File: config.mk
export PLATFORM = sky130hd
export DESIGN_NAME = websocket_frame_deframer_top
export DESIGN_NICKNAME = d
export VERILOG_FILES = /design/src/design/wsd_pkg.sv /design/src/design/websocket_frame_deframer_top.sv /design/src/design/wsd_parse.sv /design/src/design/wsd_out.sv
export SDC_FILE = /design/constraint.sdc
export NUM_CORES = 1
export LEC_CHECK = 0
export BUFFER_PORTS_ARGS = -buffer_cell sky130_fd_sc_hd__buf_2
export CORE_MARGIN = 3
export CORE_UTILIZATION = 55
export DETAILED_ROUTE_END_ITERATION = 10
export PLACE_DENSITY = 0.81
export SLEW_MARGIN = 20
export SYNTH_ARGS = -nofsm -noshare
export SYNTH_HDL_FRONTEND = slang
export SYNTH_HIERARCHICAL = 1
export SYNTH_SLANG_ARGS = --single-unit
File: constraint.sdc
create_clock -name clk -period 9.5 [get_ports clk]
set_input_delay 1.9 -clock clk [delete_from_list [all_inputs] [get_ports clk]]
set_output_delay 1.9 -clock clk [all_outputs]
set_load 0.005 [all_outputs]
File: src/design/wsd_pkg.sv
package wsd_pkg;

  // Parser phase
  typedef enum logic [2:0] {
    PH_B0   = 3'd0,
    PH_B1   = 3'd1,
    PH_EXT  = 3'd2,
    PH_KEY  = 3'd3,
    PH_DATA = 3'd4
  } phase_t;

  // Result item kind
  typedef enum logic [1:0] {
    KIND_HEADER = 2'd0,
    KIND_DATA   = 2'd1,
    KIND_DRAIN  = 2'd2,
    KIND_HALT   = 2'd3
  } kind_t;

  // Error codes
  typedef enum logic [2:0] {
    ERR_NONE     = 3'd0,
    ERR_RESERVED = 3'd1,
    ERR_FRAGMENT = 3'd2,
    ERR_CTRL_LEN = 3'd3,
    ERR_MASKED   = 3'd4,
    ERR_OVERSIZE = 3'd5
  } err_t;

  // Opcodes
  localparam logic [3:0] OP_CONT  = 4'h0;
  localparam logic [3:0] OP_CLOSE = 4'h8;
  localparam logic [3:0] OP_PING  = 4'h9;
  localparam logic [3:0] OP_PONG  = 4'hA;

  // 7-bit length codes
  localparam logic [6:0] LEN_EXT16 = 7'd126;
  localparam logic [6:0] LEN_EXT64 = 7'd127;
  localparam logic [6:0] CTRL_MAX_LEN = 7'd125;

  // Header byte counts
  localparam logic [3:0] EXT16_BYTES = 4'd2;
  localparam logic [3:0] EXT64_BYTES = 4'd8;
  localparam logic [3:0] KEY_BYTES   = 4'd4;

  // Configuration registers
  localparam int CFG_INDEX_BITS = 4;
  localparam int CFG_DATA_BITS  = 16;
  localparam logic [CFG_INDEX_BITS-1:0] CFG_PAYLOAD_CAPACITY = 4'd0;
  localparam logic [CFG_INDEX_BITS-1:0] CFG_REJECT_MASKED    = 4'd1;
  localparam logic [15:0] CAPACITY_RESET = 16'd255;
  localparam logic        REJECT_MASKED_RESET = 1'b1;

  typedef struct packed {
    logic [15:0] payload_capacity;
    logic        reject_masked;
  } cfg_t;

  typedef struct packed {
    kind_t       kind;
    logic [7:0]  data_byte;
    logic [3:0]  frame_opcode;
    logic        frame_done;
    err_t        error_code;
    logic [63:0] payload_length;
  } result_t;

endpackage

File: src/design/websocket_frame_deframer_top.sv
// Channel  | Handshake                    | Payload
// ---------+------------------------------+---------------------------------------------
// in       | in_valid / in_stall          | stream_byte
// out      | out_valid / out_stall        | kind, data_byte, frame_opcode, frame_done,
//          |                              | error_code, payload_length
// cfg      | cfg_valid / cfg_ready        | cfg_index, cfg_data
//
// One byte is parsed per cycle while in_stall is low; its result item is registered
// in the output buffer. The parser state update and the unmask XOR sit between
// the parser state registers and the output register.
// A two-entry output buffer (register plus skid) lets a byte in while a result waits;
// in_stall rises only when both entries hold items. cfg_ready is always high.
// Reset (rst, synchronous) returns to the first header byte and clears the halt.
module websocket_frame_deframer_top #(
  parameter int LENGTH_BITS = 64
) (
  input  logic        clk,
  input  logic        rst,

  input  logic        in_valid,
  output logic        in_stall,
  input  logic [7:0]  stream_byte,

  output logic        out_valid,
  input  logic        out_stall,
  output logic [1:0]  kind,
  output logic [7:0]  data_byte,
  output logic [3:0]  frame_opcode,
  output logic        frame_done,
  output logic [2:0]  error_code,
  output logic [63:0] payload_length,

  input  logic                               cfg_valid,
  output logic                               cfg_ready,
  input  logic [wsd_pkg::CFG_INDEX_BITS-1:0] cfg_index,
  input  logic [wsd_pkg::CFG_DATA_BITS-1:0]  cfg_data
);

  wsd_pkg::cfg_t    cfg;
  wsd_pkg::result_t result;
  wsd_pkg::result_t out_data;
  logic             accept;
  logic             full;

  // Configuration registers; writes to unknown indexes are dropped
  assign cfg_ready = 1'b1;

  always_ff @(posedge clk) begin
    if (rst) begin
      cfg.payload_capacity <= wsd_pkg::CAPACITY_RESET;
      cfg.reject_masked    <= wsd_pkg::REJECT_MASKED_RESET;
    end else if (cfg_valid && cfg_ready) begin
      case (cfg_index)
        wsd_pkg::CFG_PAYLOAD_CAPACITY: cfg.payload_capacity <= cfg_data[15:0];
        wsd_pkg::CFG_REJECT_MASKED:    cfg.reject_masked    <= cfg_data[0];
        default: ;
      endcase
    end
  end

  // Accept a byte whenever the output buffer has room
  assign in_stall = full;
  assign accept   = in_valid && !full;

  wsd_parse #(
    .LENGTH_BITS (LENGTH_BITS)
  ) u_parse (
    .clk         (clk),
    .rst         (rst),
    .accept      (accept),
    .stream_byte (stream_byte),
    .cfg         (cfg),
    .result      (result)
  );

  wsd_out u_out (
    .clk       (clk),
    .rst       (rst),
    .push      (accept),
    .push_data (result),
    .full      (full),
    .out_valid (out_valid),
    .out_stall (out_stall),
    .out_data  (out_data)
  );

  // Unpack the held item onto the field ports
  assign kind           = out_data.kind;
  assign data_byte      = out_data.data_byte;
  assign frame_opcode   = out_data.frame_opcode;
  assign frame_done     = out_data.frame_done;
  assign error_code     = out_data.error_code;
  assign payload_length = out_data.payload_length;

endmodule

File: src/design/wsd_parse.sv
module wsd_parse #(
  parameter int LENGTH_BITS = 64
) (
  input  logic              clk,
  input  logic              rst,
  input  logic              accept,
  input  logic [7:0]        stream_byte,
  input  wsd_pkg::cfg_t     cfg,
  output wsd_pkg::result_t  result
);

  wsd_pkg::phase_t        phase, phase_next;
  logic [7:0]             first_header_byte, first_header_byte_next;
  logic [LENGTH_BITS-1:0] length_acc, length_acc_next;
  logic [3:0]             header_count, header_count_next;
  logic                   ext_long, ext_long_next;
  logic [31:0]            mask_word, mask_word_next;
  logic [LENGTH_BITS-1:0] position, position_next;
  logic                   mask_flag, mask_flag_next;
  logic                   drain_flag, drain_flag_next;
  logic                   halted, halted_next;

  logic                   check;
  logic [3:0]             need;
  logic [3:0]             op_next;
  logic [7:0]             key_byte;
  wsd_pkg::err_t          err;

  always_comb begin
    case (position[1:0])
      2'd0:    key_byte = mask_word[31:24];
      2'd1:    key_byte = mask_word[23:16];
      2'd2:    key_byte = mask_word[15:8];
      default: key_byte = mask_word[7:0];
    endcase
  end

  assign need = ext_long ? wsd_pkg::EXT64_BYTES : wsd_pkg::EXT16_BYTES;

  always_comb begin
    phase_next             = phase;
    first_header_byte_next = first_header_byte;
    length_acc_next        = length_acc;
    header_count_next      = header_count;
    ext_long_next          = ext_long;
    mask_word_next         = mask_word;
    position_next          = position;
    mask_flag_next         = mask_flag;
    drain_flag_next        = drain_flag;
    halted_next            = halted;
    check                  = 1'b0;
    err                    = wsd_pkg::ERR_NONE;
    result.kind            = wsd_pkg::KIND_HEADER;
    result.data_byte       = 8'h00;
    result.frame_done      = 1'b0;

    if (halted) begin
      result.kind = wsd_pkg::KIND_HALT;
    end else begin
      case (phase)
        wsd_pkg::PH_B0: begin
          first_header_byte_next = stream_byte;
          length_acc_next        = '0;
          phase_next             = wsd_pkg::PH_B1;
        end
        wsd_pkg::PH_B1: begin
          mask_flag_next  = stream_byte[7];
          length_acc_next = '0;
          if (stream_byte[6:0] == wsd_pkg::LEN_EXT16 ||
              stream_byte[6:0] == wsd_pkg::LEN_EXT64) begin
            ext_long_next     = (stream_byte[6:0] == wsd_pkg::LEN_EXT64);
            header_count_next = 4'd0;
            phase_next        = wsd_pkg::PH_EXT;
          end else begin
            length_acc_next = LENGTH_BITS'(stream_byte[6:0]);
            check           = 1'b1;
          end
        end
        wsd_pkg::PH_EXT: begin
          // saturate once the top byte is occupied
          if (|length_acc[LENGTH_BITS-1 -: 8]) begin
            length_acc_next = '1;
          end else begin
            length_acc_next = {length_acc[LENGTH_BITS-9:0], stream_byte};
          end
          header_count_next = header_count + 4'd1;
          if (header_count_next >= need) begin
            check = 1'b1;
          end
        end
        wsd_pkg::PH_KEY: begin
          mask_word_next    = {mask_word[23:0], stream_byte};
          header_count_next = header_count + 4'd1;
          if (header_count_next >= wsd_pkg::KEY_BYTES) begin
            header_count_next = 4'd0;
            if (length_acc == '0) begin
              phase_next        = wsd_pkg::PH_B0;
              result.frame_done = 1'b1;
            end else begin
              phase_next = wsd_pkg::PH_DATA;
            end
          end
        end
        wsd_pkg::PH_DATA: begin
          position_next     = position + LENGTH_BITS'(1);
          result.frame_done = (position_next >= length_acc);
          if (drain_flag) begin
            result.kind = wsd_pkg::KIND_DRAIN;
            if (result.frame_done) begin
              err = wsd_pkg::ERR_OVERSIZE;
            end
          end else begin
            result.kind      = wsd_pkg::KIND_DATA;
            result.data_byte = stream_byte ^ key_byte;
          end
          if (result.frame_done) begin
            phase_next = wsd_pkg::PH_B0;
          end
        end
        default: begin
          phase_next = wsd_pkg::PH_B0;
        end
      endcase
    end

    // Header validation on the byte that completes the length
    op_next = first_header_byte_next[3:0];
    if (check) begin
      if (|first_header_byte_next[6:4]) begin
        err = wsd_pkg::ERR_RESERVED;
      end else if (!first_header_byte_next[7] || op_next == wsd_pkg::OP_CONT) begin
        err = wsd_pkg::ERR_FRAGMENT;
      end else if ((op_next inside {wsd_pkg::OP_CLOSE, wsd_pkg::OP_PING, wsd_pkg::OP_PONG})
                   && length_acc_next > LENGTH_BITS'(wsd_pkg::CTRL_MAX_LEN)) begin
        err = wsd_pkg::ERR_CTRL_LEN;
      end else if (mask_flag_next && cfg.reject_masked) begin
        err = wsd_pkg::ERR_MASKED;
      end else begin
        mask_word_next    = '0;
        header_count_next = 4'd0;
        position_next     = '0;
        drain_flag_next   = (length_acc_next > LENGTH_BITS'(cfg.payload_capacity));
        if (mask_flag_next) begin
          phase_next = wsd_pkg::PH_KEY;
        end else if (length_acc_next == '0) begin
          phase_next        = wsd_pkg::PH_B0;
          result.frame_done = 1'b1;
        end else begin
          phase_next = wsd_pkg::PH_DATA;
        end
      end
    end

    // Protocol errors halt until reset
    if (err != wsd_pkg::ERR_NONE && err != wsd_pkg::ERR_OVERSIZE) begin
      result.kind       = wsd_pkg::KIND_HALT;
      result.frame_done = 1'b0;
      halted_next       = 1'b1;
    end

    result.error_code     = err;
    result.frame_opcode   = op_next;
    result.payload_length = 64'(length_acc_next);
  end

  always_ff @(posedge clk) begin
    if (rst) begin
      phase             <= wsd_pkg::PH_B0;
      first_header_byte <= 8'h00;
      length_acc        <= '0;
      header_count      <= 4'd0;
      ext_long          <= 1'b0;
      mask_word         <= 32'h0;
      position          <= '0;
      mask_flag         <= 1'b0;
      drain_flag        <= 1'b0;
      halted            <= 1'b0;
    end else if (accept) begin
      phase             <= phase_next;
      first_header_byte <= first_header_byte_next;
      length_acc        <= length_acc_next;
      header_count      <= header_count_next;
      ext_long          <= ext_long_next;
      mask_word         <= mask_word_next;
      position          <= position_next;
      mask_flag         <= mask_flag_next;
      drain_flag        <= drain_flag_next;
      halted            <= halted_next;
    end
  end

endmodule

File: src/design/wsd_out.sv
module wsd_out (
  input  logic              clk,
  input  logic              rst,
  input  logic              push,
  input  wsd_pkg::result_t  push_data,
  output logic              full,
  output logic              out_valid,
  input  logic              out_stall,
  output wsd_pkg::result_t  out_data
);

  logic             skid_valid;
  wsd_pkg::result_t skid_data;
  logic             pop;

  assign full = skid_valid;
  assign pop  = out_valid && !out_stall;

  always_ff @(posedge clk) begin
    if (rst) begin
      out_valid  <= 1'b0;
      skid_valid <= 1'b0;
    end else if (!out_valid || pop) begin
      out_valid  <= skid_valid || push;
      skid_valid <= 1'b0;
    end else if (push) begin
      skid_valid <= 1'b1;
    end
  end

  // Payload: refill output from skid first, else from the new item
  always_ff @(posedge clk) begin
    if (!out_valid || pop) begin
      out_data <= skid_valid ? skid_data : push_data;
    end else if (push) begin
      skid_data <= push_data;
    end
  end

endmodule

== Word level (Yosys, flattened, before mapping) ==
Index checks and enable logic that the tools add are counted.
Operators by class
  $add $sub $neg: 2
  div/mod/pow operators: 0
  mux-type cells: 78
  $lt $le $gt $ge: 5
  shift operators: 0
  equality and inequality tests: 13
  bitwise operators: 7
  multiply operators: 0
  reductions and logical operators: 30
Operator list (count)
  $mux W64: 9
  $mux W32: 7
  $pmux W64 S3: 1
  $logic_not A64 Y1: 2
  $mux W82: 1
  $add A64 B1 Y64 const B: 1
  $ge A64 B64 Y1: 1
  $gt A64 B16 Y1: 1
  $gt A64 B7 Y1 const B: 1
  $mux W3: 21
  $mux W4: 9
  $mux W8: 4
  $pmux W8 S3: 1
  $mux W1: 16
  $pmux W3 S5: 1
  $eq A7 B7 Y1 const B: 2
  $eq A4 B4 Y1 const B: 3
  $pmux W4 S3: 1
  $mux W10: 1
  $logic_not A4 Y1: 2
  $reduce_and A2 Y1: 4
  $reduce_or A8 Y1: 1
  $xor A8 B8 Y8: 1
  $mux W7: 1
  23 further kinds: 43
Word-level totals
  register bits after elaboration: 362
  memories: 0
  memory bits (writable): 0
  bits in latches: 0
  memory bits (read-only): 0

== Longest topological paths before layout ==
  depth after elaboration: 15
  mapped depth: 20

== Hierarchy ==
The synthesis kept the hierarchy.
Modules (own cells, without submodules)
  wsd_parse: area an instance 12255.5 um^2, instances 1, cells an instance 1604, sequential area each 3583.4 um^2
  wsd_out: area an instance 6266.0 um^2, instances 1, cells an instance 262, sequential area each 4964.8 um^2
  websocket_frame_deframer_top: area an instance 765.7 um^2, instances 1, cells an instance 77, sequential area each 340.3 um^2

== Worst setup path after synthesis ==
Ideal clock, no wire load.
  path kind: input port to flip-flop
  start: input in_valid
  end: register u_out/skid_data[0] (netlist name), enable pin
  arrival time: 4052 ps
  path slack: 4999 ps
  path buffers: 0
  stages: 2
  setup time: 450 ps
  path through: nor2b_1 and3_1
On the way
  cells in the longest elaborated chain, start to end: 2
RTL lines
  start: declaration: RTL line websocket_frame_deframer_top.sv:20  | input logic in_valid,
  $logic_and A1 B1 Y1: RTL line websocket_frame_deframer_top.sv:63  | assign accept = in_valid && !full;
  $reduce_and A2 Y1 (no line)
  end signal: assignment: RTL line wsd_out.sv:36  | skid_data <= push_data;
  end: declaration: RTL line wsd_out.sv:13  | wsd_pkg::result_t skid_data;
No other way between the ends.
A chain may end at the register's enable or synchronous reset.

==> run_results.csv <==
group,metric,value,unit
synthesis,synth-seq-cells,362,
timing,layout_min_cycle_time,5.54,ns
cts,root_buffer,"clkbuf_16",
detailed_routing,wl_per_cell,19.4,um
cts,clk_pin_slew,0.06,ns
global_route,antenna_found_initial,1,
synthesis,synthAdderAreaFrac,5.71,%
layout,fillers,2720,
detailed_routing,vias,14877,
synthesis,synth_compound_area_share,10.9,%
cts,cts_buffer_depth,3,
run_status,status,"complete, no violations",
layout,seq_area,0.00889,mm^2
timing,setup_tns,0,ns
power_and_ir_drop,pwr-share-seq,49.7,%
detailed_routing,drt_wl_total,48.2,mm
detailed_routing,post-route-drc-count,0,
timing,finalMaxSlewViolations,0,
floorplan,rows,67,
timing,max_slew_margin,25.8,%
floorplan,coreArea,0.0340,mm^2
critical_path,startpoint_type,"flop",
synthesis,synthCells,1943,
layout,utilization,62.5,%
synthesis,synth_top_family_by_area,"simple AND/OR/NAND/NOR gates",
cts,ctsResizeCount,0,
cts,cts_buffers,38,
layout,layout_common_cells,"nor2_1, dfxtp_1, edfxtp_1",
floorplan,fp.dieArea,0.0374,mm^2
flow_run,cap_violations,0,
cts,clock_latency,0.52,ns
synthesis,syn_area,0.0193,mm^2
detailed_routing,via_per_inst,5.99,
critical_path,worstPathRequired,9.77,ns
detailed_routing,drtIter0Drc,1730,
detailed_routing,firstDrtPassIters,6,
timing,tightestPinTransition,1.10,ns
layout,antenna_cells,0,
power_and_ir_drop,swShare,23.1,%
cts,htreeDepth,2,
floorplan,start_util,56.7,%
detailed_routing,antenna_left,0,
power_and_ir_drop,p_int,2.62,mW
timing,skew,0.0108,ns
critical_path,cp.arrival,5.81,ns
placed_design,dp_hpwl,33.8,mm
global_route,gr-usage-all-layers,24.6,%
synthesis,netlist.area_leader.share,25.5,%
layout,multiInputGateArea,0.00948,mm^2
power_and_ir_drop,power.share.clock,43.1,%
layout,final_common_cell,"nor2_1",
timing,fin_crit_sh,58.3,%
floorplan,io_pins,118,
global_route,grt_pass1_vias,14027,
cts,hold_buffers,0,
synthesis,synthArstFlopShare,0,%
critical_path,crit_path_end_kind,"flop",
synthesis,synth-simple-area-share,17.5,%
timing,setup_violations,0,
global_route,grt_pass1_wl,76.1,mm
power_and_ir_drop,finalPower,3.41,mW
cts,cts_tree,"yes",
hold_path,hold_class,"flop to flop",
placed_design,pre_cts_slack,4.06,ns
layout,syn2layout_area_growth,10.3,%
floorplan,die_h,193,um
placed_design,placed_area,0.0200,mm^2
placed_design,portBuffers,116,
floorplan,dieWidth,193,um
synthesis,synth_top_cell_by_area,"edfxtp_1",
power_and_ir_drop,switching_power,0.788,mW
timing,fmax,181,MHz
synthesis,dominantRegCellSynth,"dfxtp_1",
synthesis,synthTopCellsByArea,"edfxtp_1, dfxtp_1, ha_1",
synthesis,avgSynthCellArea,9.93,um^2
synthesis,synth_cell_type_count,91,
synthesis,synth.area.mux_share,9.19,%
critical_path,crit_path_max_fanout,16,
power_and_ir_drop,pwr-share-comb,7.2,%
global_route,overflow,0,
critical_path,critPathKind,"flop to flop",
cts,post_cts_buffers,0,
timing,hold_viol_final,0,
synthesis,synth_seq_area_share,46.1,%
synthesis,synthesis.nets,2064,
power_and_ir_drop,cellPowerDensity,160,mW/mm^2
power_and_ir_drop,max-vdd-ir-drop,129,uV
global_route,grt_max_degree,120,
timing,setup_slack,3.96,ns
synthesis,synth-edff-count,164,
cts,cts.sink_count,362,
layout,final_cell_area,0.0213,mm^2
layout,fin_nets,2126,
placed_design,gp_congestion,0.943,
timing,rsz0062_at_grt,"no",
synthesis,synth_xor_area_share,5.59,%
power_and_ir_drop,p_leak,8.19,nW
layout,drive_gt1_share,14.9,%
synthesis,yosysWarnings,6,
[registers in the layout, summed over array words and instances (netlist names)]
signal	flops
u_parse/header_count	4
u_parse/position	64
u_out/out_valid	1
u_out/out_data	82
cfg	17
u_parse/drain_flag	1
u_parse/mask_flag	1
u_parse/phase	3
u_parse/length_acc	64
u_parse/first_header_byte	8
u_parse/ext_long	1
u_out/full	1
u_parse/halted	1
u_out/skid_data	82
u_parse/mask_word	32
[final timing paths]
| kind | cells after the start | end | start | slack, ns |
|---|---|---|---|---|
| worst max-delay path | 17 | u_out/out_data[80]$_DFFE_PP_ | u_parse/position[6]$_SDFFE_PP0P_ | 3.96 |
| worst max register to register | 17 | u_out/out_data[80]$_DFFE_PP_ | u_parse/position[6]$_SDFFE_PP0P_ | 3.96 |
| worst min-delay path | 2 | u_parse/first_header_byte[7]$_SDFFE_PP0P_ | u_parse/first_header_byte[7]$_SDFFE_PP0P_ | 0.47 |
| worst min register to register | 2 | u_parse/first_header_byte[7]$_SDFFE_PP0P_ | u_parse/first_header_byte[7]$_SDFFE_PP0P_ | 0.47 |
[through the flow]
stage	std cells	hold slack [ns]
2_1_floorplan	1943	0.436
3_3_place_gp	2412	0.442
3_5_place_dp	2412	0.453
4_1_cts	2481	0.469
5_1_grt	2482	0.481
6_report	2482	0.468
[cells by family after synthesis]
kind of cell | after synthesis
simple gates | 691
flops | 362
compound gates | 316
buf+inv | 221
mux | 141
xor+xnor | 123
fa+ha+maj | 88
other cells | 1
[layout make-up]
class                      count  area share (%)
sequential                   362            41.8
inverter                     113            1.99
timing repair buffer         130            3.33
clock inverter                22            1.02
multi-input combinational   1360            44.5
clock buffer                  47            4.73
tap                          448            2.63
[power by group through the flow]
stage | clock network (mW) | registers, mW | logic (mW)
CTS | 1.50 | 1.70 | 0.241
global placement | 0 | 1.73 | 0.233
global route | 1.55 | 1.70 | 0.263
finish | 1.47 | 1.70 | 0.244
floorplan | 0 | 1.72 | 0.163
detailed placement | 0 | 1.73 | 0.239
[synthesized netlist by cell type, types with 10 or more instances]
library cell	count
buf_1	11
xnor2_1	69
nor2_1	251
a21oi_1	105
nand4_1	36
nor4_1	18
clkbuf_1	61
inv_1	112
nor3_1	28
a211oi_1	24
mux2i_1	59
buf_2	14
nand3_1	50
xor2_1	54
and4_1	10
buf_4	12
mux2_4	69
o22ai_1	48
nand2b_1	71
nand2_1	159
ha_1	88
mux2_2	13
o21ai_0	37
edfxtp_1	164
and3_1	13
dfxtp_1	198
[layer usage]
metal	wire length (um)	global-route usage, %
met2	21300	38.1
met5	0	0
met3	4270	4.26
met4	1550	8.28
met1	21100	35.4
[worst max-delay path, cell delays in order, from the launching register on]
cell and delay [ns]:
dfxtp_1 0.46, nand4_1 0.26, nor4_1 0.48, and4_1 0.65, nand4_1 0.35, or2_2 0.44
nor2_1 0.23, xor2_1 0.10, ha_1 0.18, a21oi_1 0.12, o21ai_0 0.11, a221oi_1 0.38
nand3_1 0.15, nor4_1 0.24, a21oi_1 0.24, a211oi_1 0.40, o221ai_1 0.21, mux2_2 0.30
Power figures use the tool's default switching activity.
